$ cat src/sv/lepd_pkg.sv
`timescale 1ns / 1ps
// Package for the LED effect PWM duty engine: effect codes, widths, duty levels,
// the breathing ramp table and the beat struct between the core and the scaler.
// No dependencies.
package lepd_pkg;

  // Field and register widths
  localparam int EFFECT_W  = 4;
  localparam int DUTY_W    = 14;
  localparam int BRIGHT_W  = 7;
  localparam int PHASE_W   = 6;
  localparam int ALARM_W   = 3;

  // Brightness register limits
  localparam int BRIGHT_MAX   = 100;
  localparam int BRIGHT_RESET = 50;

  // Duty levels before brightness scaling
  localparam int FULL_SCALE  = 10000;
  localparam int LEVEL_HIGH  = 8000;
  localparam int LEVEL_SLEEP = 1500;
  localparam int LEVEL_LOW   = 1000;

  // Animation periods
  localparam int BREATH_STEPS = 50;
  localparam int BLINK_PERIOD = 20;
  localparam int BLINK_ON     = 10;
  localparam int ALARM_ON     = 4;

  // level * brightness fits here (10000 * 100 < 2**20)
  localparam int PROD_W = 20;

  // Divide by 100 as multiply by reciprocal: exact for any PROD_W-bit value
  localparam int        PCT_SHIFT = 27;
  localparam int        RECIP_W   = 21;
  localparam longint    PCT_RECIP = ((64'd1 << PCT_SHIFT) + BRIGHT_MAX - 1) / BRIGHT_MAX;

  // Effect codes; codes from EFF_COUNT up are ignored
  typedef enum logic [EFFECT_W-1:0] {
    EFF_OFF      = 4'd0,
    EFF_GUIDE    = 4'd1,
    EFF_DOCKED   = 4'd2,
    EFF_CHEER    = 4'd3,
    EFF_SLEEP    = 4'd4,
    EFF_BREATH   = 4'd5,
    EFF_SPEAKING = 4'd6,
    EFF_TAROT    = 4'd7,
    EFF_ALARM    = 4'd8
  } effect_t;

  localparam int EFF_COUNT = 9;

  typedef logic [DUTY_W-1:0] level_t;
  typedef level_t breath_lut_t [2**PHASE_W];

  // Breathing level per phase step, capped at full scale
  function automatic breath_lut_t breath_lut();
    breath_lut_t t;
    int          v;
    for (int i = 0; i < 2**PHASE_W; i++) begin
      v = i * FULL_SCALE / BREATH_STEPS;
      if (v > FULL_SCALE) v = FULL_SCALE;
      t[i] = level_t'(v);
    end
    return t;
  endfunction

  localparam breath_lut_t BREATH_LEVEL = breath_lut();

  // Unscaled product beat from the core to the scaler
  typedef struct packed {
    logic              valid;
    logic [PROD_W-1:0] prod;
  } prod_beat_t;

endpackage

$ cat src/sv/lepd_item_if.sv
`timescale 1ns / 1ps
// Input item channel: valid/ready handshake with func and effect payload.
// Depends on lepd_pkg.
interface lepd_item_if;
  import lepd_pkg::*;

  logic                valid;
  logic                ready;
  logic                func;
  logic [EFFECT_W-1:0] effect;

  modport source(output valid, func, effect, input ready);
  modport sink(input valid, func, effect, output ready);
endinterface

$ cat src/sv/lepd_result_if.sv
`timescale 1ns / 1ps
// Result channel: valid/ready handshake with duty and pwm_enable payload.
// Depends on lepd_pkg.
interface lepd_result_if;
  import lepd_pkg::*;

  logic              valid;
  logic              ready;
  logic [DUTY_W-1:0] duty;
  logic              pwm_enable;

  modport source(output valid, duty, pwm_enable, input ready);
  modport sink(input valid, duty, pwm_enable, output ready);
endinterface

$ cat src/sv/lepd_cfg_if.sv
`timescale 1ns / 1ps
// Configuration write channel: valid/ready handshake carrying brightness data.
// Depends on lepd_pkg.
interface lepd_cfg_if;
  import lepd_pkg::*;

  logic                valid;
  logic                ready;
  logic [BRIGHT_W-1:0] data;

  modport source(output valid, data, input ready);
  modport sink(input valid, data, output ready);
endinterface

$ cat src/sv/led_effect_pwm_duty_engine.sv
`timescale 1ns / 1ps
// LED effect PWM duty engine, top level. An accepted item passes through the
// input register, then the product register, then the output register, where
// its result becomes valid. Throughput: one item per cycle;
// stalls only on result backpressure.
// Synchronous active-high reset: effect off, phase 0, rising, brightness 50.
// Depends on lepd_pkg, the three channel interfaces, lepd_core and lepd_scale.
module led_effect_pwm_duty_engine (
  input  logic          clk,
  input  logic          rst,
  lepd_item_if.sink     item,
  lepd_result_if.source result,
  lepd_cfg_if.sink      cfg
);
  import lepd_pkg::*;

  logic [BRIGHT_W-1:0] brightness;
  prod_beat_t          beat;
  logic                beat_take;

  // Brightness register, writes above 100 clamp
  assign cfg.ready = 1'b1;

  always_ff @(posedge clk) begin
    if (rst) begin
      brightness <= BRIGHT_W'(BRIGHT_RESET);
    end else if (cfg.valid) begin
      brightness <= (cfg.data > BRIGHT_W'(BRIGHT_MAX)) ? BRIGHT_W'(BRIGHT_MAX) : cfg.data;
    end
  end

  lepd_core u_core (
    .clk        (clk),
    .rst        (rst),
    .item       (item),
    .brightness (brightness),
    .beat_take  (beat_take),
    .beat       (beat)
  );

  lepd_scale u_scale (
    .clk       (clk),
    .rst       (rst),
    .beat      (beat),
    .beat_take (beat_take),
    .result    (result)
  );

endmodule

$ cat src/sv/lepd_core.sv
`timescale 1ns / 1ps
// Effect core: input register, effect/phase state update and the unscaled
// level * brightness product register. Depends on lepd_pkg, lepd_item_if.
module lepd_core (
  input  logic                          clk,
  input  logic                          rst,
  lepd_item_if.sink                     item,
  input  logic [lepd_pkg::BRIGHT_W-1:0] brightness,
  input  logic                          beat_take,
  output lepd_pkg::prod_beat_t          beat
);
  import lepd_pkg::*;

  // Input register
  logic                s1_valid;
  logic                s1_func;
  logic [EFFECT_W-1:0] s1_effect;

  // Effect state
  effect_t             current_effect;
  logic [PHASE_W-1:0]  phase_step;
  logic                rising;

  // Next-state and level logic
  effect_t             effect_next;
  logic [PHASE_W-1:0]  phase_next;
  logic                rising_next;
  logic [PHASE_W-1:0]  phase_inc;
  logic [PHASE_W-1:0]  cycle_next;
  logic                has_result;
  level_t              level;
  logic                use_bright;
  logic [BRIGHT_W-1:0] factor;
  logic                s2_free;
  logic                s1_adv;

  // Flow control: stage 1 moves when the product register is free or draining
  assign s2_free    = !beat.valid || beat_take;
  assign s1_adv     = s1_valid && s2_free;
  assign item.ready = !s1_valid || s1_adv;

  // Input register
  always_ff @(posedge clk) begin
    if (rst) begin
      s1_valid <= 1'b0;
    end else if (item.ready) begin
      s1_valid <= item.valid;
    end
    if (item.ready && item.valid) begin
      s1_func   <= item.func;
      s1_effect <= item.effect;
    end
  end

  assign phase_inc = phase_step + 1'b1;

  // Effect change and tick behavior
  always_comb begin
    effect_next = current_effect;
    phase_next  = phase_step;
    rising_next = rising;
    has_result  = 1'b0;
    level       = '0;
    use_bright  = 1'b1;
    cycle_next  = '0;
    if (s1_func) begin
      if ((s1_effect < EFFECT_W'(EFF_COUNT)) && (s1_effect != current_effect)) begin
        effect_next = effect_t'(s1_effect);
        phase_next  = '0;
        rising_next = 1'b1;
        case (effect_t'(s1_effect))
          EFF_OFF: begin
            has_result = 1'b1;
          end
          EFF_GUIDE, EFF_DOCKED, EFF_CHEER: begin
            has_result = 1'b1;
            level      = level_t'(LEVEL_HIGH);
          end
          EFF_SLEEP: begin
            has_result = 1'b1;
            level      = level_t'(LEVEL_SLEEP);
          end
          default: ;
        endcase
      end
    end else begin
      case (current_effect)
        EFF_BREATH: begin
          // level follows the phase before it moves
          has_result = 1'b1;
          level      = BREATH_LEVEL[phase_step];
          if (rising) begin
            if (phase_inc >= PHASE_W'(BREATH_STEPS)) begin
              phase_next  = PHASE_W'(BREATH_STEPS);
              rising_next = 1'b0;
            end else begin
              phase_next = phase_inc;
            end
          end else if (phase_step == '0) begin
            rising_next = 1'b1;
          end else begin
            phase_next = phase_step - 1'b1;
          end
        end
        EFF_SPEAKING, EFF_TAROT: begin
          // phase stays below the period, so one wrap check is enough
          cycle_next = (phase_inc == PHASE_W'(BLINK_PERIOD)) ? '0 : phase_inc;
          phase_next = cycle_next;
          has_result = 1'b1;
          level      = (cycle_next < PHASE_W'(BLINK_ON)) ? level_t'(LEVEL_HIGH)
                                                         : level_t'(LEVEL_LOW);
        end
        EFF_ALARM: begin
          cycle_next = PHASE_W'(phase_inc[ALARM_W-1:0]);
          phase_next = cycle_next;
          has_result = 1'b1;
          use_bright = 1'b0;
          level      = (cycle_next < PHASE_W'(ALARM_ON)) ? level_t'(FULL_SCALE) : '0;
        end
        default: ;
      endcase
    end
  end

  // Alarm runs at full scale: factor 100 cancels the later divide
  assign factor = use_bright ? brightness : BRIGHT_W'(BRIGHT_MAX);

  // State update and product register
  always_ff @(posedge clk) begin
    if (rst) begin
      current_effect <= EFF_OFF;
      phase_step     <= '0;
      rising         <= 1'b1;
      beat.valid     <= 1'b0;
    end else if (s1_adv) begin
      current_effect <= effect_next;
      phase_step     <= phase_next;
      rising         <= rising_next;
      beat.valid     <= has_result;
    end else if (beat_take) begin
      beat.valid     <= 1'b0;
    end
    if (s1_adv) begin
      beat.prod <= PROD_W'(level) * PROD_W'(factor);
    end
  end

  // Checks
  a_phase_bound: assert property (@(posedge clk) disable iff (rst)
    phase_step <= PHASE_W'(BREATH_STEPS))
    else $error("phase_step beyond breathing range");

  a_blink_bound: assert property (@(posedge clk) disable iff (rst)
    (current_effect == EFF_SPEAKING || current_effect == EFF_TAROT)
      |-> phase_step < PHASE_W'(BLINK_PERIOD))
    else $error("blink phase out of period");

  a_alarm_bound: assert property (@(posedge clk) disable iff (rst)
    current_effect == EFF_ALARM |-> phase_step < PHASE_W'(2**ALARM_W))
    else $error("alarm phase out of period");

  a_beat_hold: assert property (@(posedge clk) disable iff (rst)
    beat.valid && !beat_take |=> beat.valid && $stable(beat.prod))
    else $error("product beat dropped or changed while stalled");

endmodule

$ cat src/sv/lepd_scale.sv
`timescale 1ns / 1ps
// Scaler: divides the level * brightness product by 100 and holds the result
// in the output register. Depends on lepd_pkg, lepd_result_if.
module lepd_scale (
  input  logic                 clk,
  input  logic                 rst,
  input  lepd_pkg::prod_beat_t beat,
  output logic                 beat_take,
  lepd_result_if.source        result
);
  import lepd_pkg::*;

  localparam int MUL_W = PROD_W + RECIP_W;

  logic [MUL_W-1:0]  mul;
  logic [DUTY_W-1:0] quot;
  logic [DUTY_W-1:0] duty_next;

  // Output register loads when empty or being drained
  assign beat_take = beat.valid && (!result.valid || result.ready);

  // Divide by 100 via reciprocal multiply, then clamp to full scale
  assign mul       = MUL_W'(beat.prod) * MUL_W'(PCT_RECIP);
  assign quot      = mul[PCT_SHIFT +: DUTY_W];
  assign duty_next = (quot > DUTY_W'(FULL_SCALE)) ? DUTY_W'(FULL_SCALE) : quot;

  // Output register
  always_ff @(posedge clk) begin
    if (rst) begin
      result.valid <= 1'b0;
    end else if (beat_take) begin
      result.valid <= 1'b1;
    end else if (result.ready) begin
      result.valid <= 1'b0;
    end
    if (beat_take) begin
      result.duty       <= duty_next;
      result.pwm_enable <= (duty_next != '0);
    end
  end

endmodule
$ cat src/flat_wrapper.sv
// flat-port wrapper written by rule: the top's interface ports become plain ports
module led_effect_pwm_duty_engine_flat import lepd_pkg::*;
  (clk, rst, item_valid, item_func, item_effect, item_ready, result_valid, result_duty, result_pwm_enable, result_ready, cfg_valid, cfg_data, cfg_ready);
  lepd_item_if item_i ();
  lepd_result_if result_i ();
  lepd_cfg_if cfg_i ();
  input  logic clk;
  input  logic rst;
  input wire logic [$bits(item_i.valid)-1:0] item_valid;
  input wire logic [$bits(item_i.func)-1:0] item_func;
  input wire logic [$bits(item_i.effect)-1:0] item_effect;
  output wire logic [$bits(item_i.ready)-1:0] item_ready;
  output wire logic [$bits(result_i.valid)-1:0] result_valid;
  output wire logic [$bits(result_i.duty)-1:0] result_duty;
  output wire logic [$bits(result_i.pwm_enable)-1:0] result_pwm_enable;
  input wire logic [$bits(result_i.ready)-1:0] result_ready;
  input wire logic [$bits(cfg_i.valid)-1:0] cfg_valid;
  input wire logic [$bits(cfg_i.data)-1:0] cfg_data;
  output wire logic [$bits(cfg_i.ready)-1:0] cfg_ready;
  assign item_i.valid = item_valid;
  assign item_i.func = item_func;
  assign item_i.effect = item_effect;
  assign item_ready = item_i.ready;
  assign result_valid = result_i.valid;
  assign result_duty = result_i.duty;
  assign result_pwm_enable = result_i.pwm_enable;
  assign result_i.ready = result_ready;
  assign cfg_i.valid = cfg_valid;
  assign cfg_i.data = cfg_data;
  assign cfg_ready = cfg_i.ready;
  led_effect_pwm_duty_engine u_core (.clk(clk), .rst(rst), .item(item_i), .result(result_i), .cfg(cfg_i));
endmodule
$ cat config.mk
export PLATFORM = sky130hd
export DESIGN_NAME = led_effect_pwm_duty_engine_flat
export DESIGN_NICKNAME = d
export VERILOG_FILES = /design/src/sv/lepd_pkg.sv /design/src/sv/lepd_item_if.sv /design/src/sv/lepd_result_if.sv /design/src/sv/lepd_cfg_if.sv /design/src/sv/led_effect_pwm_duty_engine.sv /design/src/sv/lepd_core.sv /design/src/sv/lepd_scale.sv /design/src/flat_wrapper.sv
export SDC_FILE = /design/constraint.sdc
export NUM_CORES = 1
export LEC_CHECK = 0
export BUFFER_PORTS_ARGS = -buffer_cell sky130_fd_sc_hd__buf_2
export CELL_PAD_IN_SITES_DETAIL_PLACEMENT = 0
export CELL_PAD_IN_SITES_GLOBAL_PLACEMENT = 1
export CORE_MARGIN = 10
export CORE_UTILIZATION = 35
export DETAILED_ROUTE_END_ITERATION = 7
export PLACE_DENSITY_LB_ADDON = 0.1
export REMOVE_ABC_BUFFERS = 1
export SYNTH_ARGS = -nofsm -noshare
export SYNTH_HDL_FRONTEND = slang
export SYNTH_SLANG_ARGS = --single-unit
$ cat constraint.sdc
create_clock -name clk -period 7.7 [get_ports clk]
set_clock_uncertainty 0.2 [all_clocks]
set_input_delay 1.155 -clock clk [delete_from_list [all_inputs] [get_ports clk]]
set_output_delay 1.155 -clock clk [all_outputs]
set_load 0.01 [all_outputs]
==> flow_summary_export.csv, run 1 <==
group,metric,value,unit
logic_synthesis,async_reset_ff_frac,0,
sta,max_freq,0.1414,GHz
logic_synthesis,synth_area,12870,um2
routing,drt_iter0_drc,373,
sta,final_hold_viol_count,0,
job,drv_cap,0,
logic_synthesis,synth_seq_area_share,0.1213,
place,dp_hpwl,28760,um
clock_tree,cts_made_buffers,9,
run_status,outcome,"finished clean",
clock_tree,cts_tree,"built",
critical_path,arrival,6.92,ns
layout,finalNetCount,1887,
global_routing,grt_pass1_vias,9989,
routing,ant_nets,0,
sta,drv_slew,0,
logic_synthesis,synth-seq-cells,59,
place,portBuffers,33,
sta,worstMarginPinSlew,0.9439,ns
floorplan,rows,70,
layout,fill_cells,3790,
sta,finalCriticalPeriod,7.074,ns
routing,viasPerCell,4.894,
sta,rsz0062_at_grt,"no",
sta,fin_tns_setup,0,ns
critical_path,crit_type,"register to register",
routing,vias,9377,
floorplan,die_x,211.8,um
global_routing,grt_use_total,0.1554,
clock_tree,clockRootBuffer,"clkbuf_16",
logic_synthesis,syn_area_per_cell,9.215,um2
logic_synthesis,yosys_warnings,0,
clock_tree,clock_tree.buffer_depth,2,
layout,drive_gt1_frac,0.07528,
logic_synthesis,synth_cell_types,78,
sta,setup_viol,0,
global_routing,grt_max_degree,22,
critical_path,worstPathMaxFanout,11,
routing,drcViolationCount,0,
logic_synthesis,synthCells,1397,
clock_tree,clock_latency,0.34,ns
clock_tree,postCtsHoldBufs,0,
sta,maxSlewHeadroom,0.3708,
clock_tree,cts.sinks,59,
sta,period_share,0.9186,
global_routing,grt_pass1_wl,54690,um
floorplan,core_area,36430,um2
clock_tree,post_cts_buffers,0,
layout,area_growth,8.854,%
floorplan,initial_core_util,0.3533,
floorplan,fp.dieH,211.8,um
clock_tree,cts.clk_slew.worst_paths,0.06,ns
floorplan,pin_count,35,
critical_path,worstSetupStartpointType,"register",
routing,drt_wl_total,33080,um
place,routabilityCongestion,0.8204,
logic_synthesis,ys.flop_type,"edfxtp_1",
layout,num_antenna_cells,0,
global_routing,grt_overflow,0,
floorplan,dieArea,44850,um2
logic_synthesis,synth-edff-count,38,
routing,wl_per_cell,17.26,um
critical_path,crit_path_end_kind,"register",
global_routing,antenna_found_initial,0,
clock_tree,h-tree-depth,3,
critical_path,crit_required,7.55,ns
worst_hold_path,hold_class,"register to register",
routing,drtPass1Iterations,4,
[per-layer routing]
metal	track usage	wire length, um
met3	0.01612	649
met2	0.2696	16530
met5	0	0
met1	0.2040	15470
met4	0.03347	427
[worst max-delay path, stage by stage (launching register included)]
cell and delay [ns]:
dfxtp_1 0.59, ha_1 0.41, inv_1 0.13, ha_1 0.40
o21ai_0 0.11, a21o_1 0.20, nand2_1 0.09, nand2_1 0.12
o21ai_0 0.10, a21oi_1 0.09, buf_4 0.18, or2_2 0.29
fa_1 0.51, fa_1 0.54, inv_1 0.05, fa_1 0.52
inv_1 0.05, fa_1 0.52, inv_1 0.04, ha_1 0.33
inv_1 0.09, o21bai_1 0.08, a21o_1 0.21, a21oi_1 0.20
o21ai_0 0.17, o41ai_2 0.36, o311ai_0 0.18
[placed cells by master (no fill, tap or decap), types with 21 or more instances in the layout]
cell type  instances
edfxtp_1          38
nor2_1           103
nand2_1           72
ha_1             253
fa_1             174
o21ai_0           47
a21oi_1           66
buf_4             30
xnor2_1           27
buf_2             33
dfxtp_1           21
inv_1            304
[what timing repair did]
action / CTS / global route
hold endpoints to repair: 0 / 0
setup endpoints to repair: 0 / 1
gates resized for setup: 0 / 1
[cells by family after synthesis]
group                    synth area share
adder cells (fa/ha/maj)            0.5165
buffers and inverters             0.09816
AND/OR/NAND/NOR                    0.1200
AO/OA/AOI/OAI                      0.1078
flip-flops                         0.1213
XOR/XNOR                          0.02925
multiplexers                     0.006706
other                           0.0002913
[sequential cells by signal, indices dropped and copies added (netlist names)]
name and count:
u_core.u_core.s1_valid 1, u_core.u_core.beat 19, u_core.u_core.phase_step 6, u_core.u_core.s1_effect 4, u_core.u_scale.result.pwm_enable 1, u_core.u_scale.result.duty 14
u_core.u_core.current_effect 4, u_core.brightness 7, u_core.u_scale.result.valid 1, u_core.u_core.s1_func 1, u_core.u_core.rising 1
[area by class of cell]
class                   count  area (um2)  share of cell area
multi-input cells        1006       10060              0.7176
flip-flops and latches     59        1562              0.1114
inverters                 304        1141             0.08143
well taps                 468       585.6             0.04179
repair buffers             63       390.4             0.02786
clock buffers              10       229.0             0.01634
clock inverters             6       50.05            0.003571
[stage by stage]
step	hold slack [ns]	utilization	area [um2]	setup WS, ns	cells
final	0.3215	0.3846	14010	0.6264	1916
after global routing	0.3537	0.3846	14010	0.1320	1916
after CTS	0.3280	0.3844	14010	0.3852	1916
after detailed placement	0.3208	0.3768	13730	0.3945	1900
after global placement	0.3134	0.3768	13730	0.3932	1900
after floorplan	0.2620	-	12750	1.230	1369
[Yosys cell counts (10+ instances only)]
cell | instances | area, um2
nor2_1 | 103 | 386.6
inv_1 | 304 | 1141
xnor2_1 | 27 | 236.5
dfxtp_1 | 21 | 420.4
or2_2 | 11 | 68.82
edfxtp_1 | 38 | 1141
fa_1 | 174 | 3483
clkbuf_1 | 18 | 67.56
ha_1 | 253 | 3166
o21ai_0 | 47 | 235.2
nand2b_1 | 10 | 62.56
nand3_1 | 19 | 95.09
a21o_1 | 19 | 142.6
a21oi_1 | 66 | 330.3
and2_1 | 11 | 68.82
nand2_1 | 72 | 270.3
nor3_1 | 14 | 70.07
xor2_1 | 16 | 140.1
and3_1 | 14 | 87.58
nor2b_1 | 19 | 118.9
[worst paths after layout]
kind	from	slack (ns)	to	cells after the start
max	u_core.u_core.phase_step[1]	0.63	u_core.u_core.beat[18]	26
min	u_core.u_core.beat[20]	0.32	u_core.u_scale.result.valid	2
max reg2reg	u_core.u_core.phase_step[1]	0.63	u_core.u_core.beat[18]	26
min reg2reg	u_core.u_core.beat[20]	0.32	u_core.u_scale.result.valid	2
Power of run 1 is left out: the tool's default activity adds up to more than one toggle a clock period on the data nets, which glitch-free logic cannot reach.
==> run 2: changes to the inputs <==
Settings changed: CORE_MARGIN 10 to not set.
==> run 2 against run 1 <==
  * Count of clock-buffer cells in the layout is 1 lower
  * Largest cell class unchanged
  * Critical path depth increased by 2
  * Cell count decreased by 0.37%
  * Sequential cell count unchanged
  * Critical path type unchanged
  * First-iteration DRC count down 1.9%
  * Global-route usage up 2.7 points
  * Setup slack better by 0.026 ns
==> flow_summary_export.csv, run 2 (synthesis gave the netlist of run 1 again) <==
group,metric,value,unit
critical_path,rrSetupSlack,0.65,ns
global_routing,grt_pass1_vias,9928,
worst_hold_path,min_to,"u_core.u_core.current_effect[2]",
layout,finalNetCount,1887,
sta,rsz0062_at_grt,"no",
sta,setup_viol,0,
clock_tree,cts.clk_slew.worst_paths,0.06,ns
clock_tree,cts_tree,"built",
layout,final_cells,1909,
floorplan,rows,69,
critical_path,critPathMostFrequentCell,"inv_1",
layout,seq_area,1563,um2
layout,top_regs,"u_core.u_core.beat (19), u_core.u_scale.result.duty (14), u_core.brightness (7)",
routing,drt_iter0_drc,366,
floorplan,dieArea,37550,um2
layout,fill_cells,3653,
run_status,outcome,"finished clean",
layout,largest_reg_flops,19,
routing,drt_wl_total,32440,um
routing,drtPass1Iterations,5,
sta,finalCriticalPeriod,7.047,ns
clock_tree,postCtsHoldBufs,0,
floorplan,core_area,35910,um2
worst_hold_path,hold_class,"register to register",
sta,maxSlewHeadroom,0.3651,
clock_tree,h-tree-depth,3,
clock_tree,clock_tree.buffer_depth,2,
routing,viasPerCell,4.861,
job,drv_cap,0,
global_routing,grt_max_degree,22,
global_routing,grt_use_total,0.1827,
sta,max_freq,0.1419,GHz
sta,final_hold_viol_count,0,
layout,multiInputGateArea,10060,um2
floorplan,fp.dieH,193.8,um
sta,drv_slew,0,
floorplan,die_x,193.8,um
clock_tree,post_cts_buffers,0,
critical_path,reg2reg_to,"u_core.u_core.beat[18]",
critical_path,max_stage_delay,0.54,ns
clock_tree,ctsResizeCount,0,
critical_path,arrival,6.90,ns
layout,drive_gt1_frac,0.07804,
place,portBuffers,33,
clock_tree,cts_made_buffers,9,
critical_path,r2r_start,"u_core.u_core.phase_step[0]",
routing,vias,9279,
clock_tree,clockRootBuffer,"clkbuf_16",
layout,regMostFlops,"u_core.u_core.beat",
critical_path,crit_type,"register to register",
floorplan,initial_core_util,0.3585,
place,dp_hpwl,28060,um
global_routing,antenna_found_initial,0,
worst_hold_path,min_path_cells,2,
critical_path,worstPathMaxFanout,7,
clock_tree,cts.sinks,59,
critical_path,worstSetupStartpointType,"register",
critical_path,rr_worst_depth,28,
layout,layout_common_cells,"304 x inv_1, 253 x ha_1, 174 x fa_1, 103 x nor2_1, 72 x nand2_1",
layout,final_common_cell,"inv_1",
global_routing,grt_pass1_wl,53820,um
place,dp_cells,1893,
sta,fin_tns_setup,0,ns
layout,num_antenna_cells,0,
routing,ant_nets,0,
critical_path,cpMaxStageDelayCell,"fa_1",
sta,worstMarginPinSlew,0.9523,ns
critical_path,crit_required,7.55,ns
global_routing,grt_overflow,0,
sta,period_share,0.9152,
routing,wl_per_cell,16.99,um
place,routabilityCongestion,0.8142,
clock_tree,clock_latency,0.34,ns
layout,area_growth,9.088,%
worst_hold_path,min-delay-start,"u_core.u_core.current_effect[2]",
critical_path,crit_path_end_kind,"register",
floorplan,pin_count,35,
routing,drcViolationCount,0,
-- run 2: metal layers --
| metal | up-vias | track usage | share of wire |
|---|---|---|---|
| met4 | 0 | 0.04119 | 0.017 |
| li1 | 4676 | - | - |
| met5 | - | 0 | 0 |
| met2 | 78 | 0.3181 | 0.49 |
| met3 | 23 | 0.01496 | 0.017 |
| met1 | 4502 | 0.2457 | 0.47 |
-- run 2: critical path: cells and delay by family (launching register included) --
family | cells | cell delay, ns
flops | 1 | 0.42
simple gates | 5 | 0.65
compound gates | 9 | 1.63
buf+inv | 7 | 0.71
fa+ha+maj | 7 | 3.12
-- run 2: worst max-delay path by stage --
stage                                     start                endpoint  cells after the start
floorplan           u_core.u_core.phase_step[2]  u_core.u_core.beat[18]                     25
global placement    u_core.u_core.phase_step[1]  u_core.u_core.beat[18]                     27
detailed placement  u_core.u_core.phase_step[1]  u_core.u_core.beat[18]                     27
CTS                 u_core.u_core.phase_step[1]  u_core.u_core.beat[18]                     26
global route        u_core.u_core.phase_step[0]  u_core.u_core.beat[17]                     28
finish              u_core.u_core.phase_step[0]  u_core.u_core.beat[18]                     28
-- run 2: stage by stage --
stage / util / hold WS, ns / worst slack, ns / instance area, um2
2_1_floorplan: - / 0.2620 / 1.230 / 12750
3_3_place_gp: 0.3820 / 0.3121 / 0.3401 / 13720
3_5_place_dp: 0.3820 / 0.3216 / 0.3232 / 13720
4_1_cts: 0.3906 / 0.3431 / 0.2943 / 14030
5_1_grt: 0.3910 / 0.3715 / 0.06281 / 14040
6_report: 0.3910 / 0.3419 / 0.6529 / 14040
-- run 2: final cells by class --
cell class,count,share of cell area
clock buffer,9,0.01604
clock inverter,7,0.005969
inverter,304,0.08125
multi-input combinational,1006,0.7166
sequential,59,0.1113
tap,461,0.04107
timing repair buffer,63,0.02780
Power of run 2 is left out for the same reason.
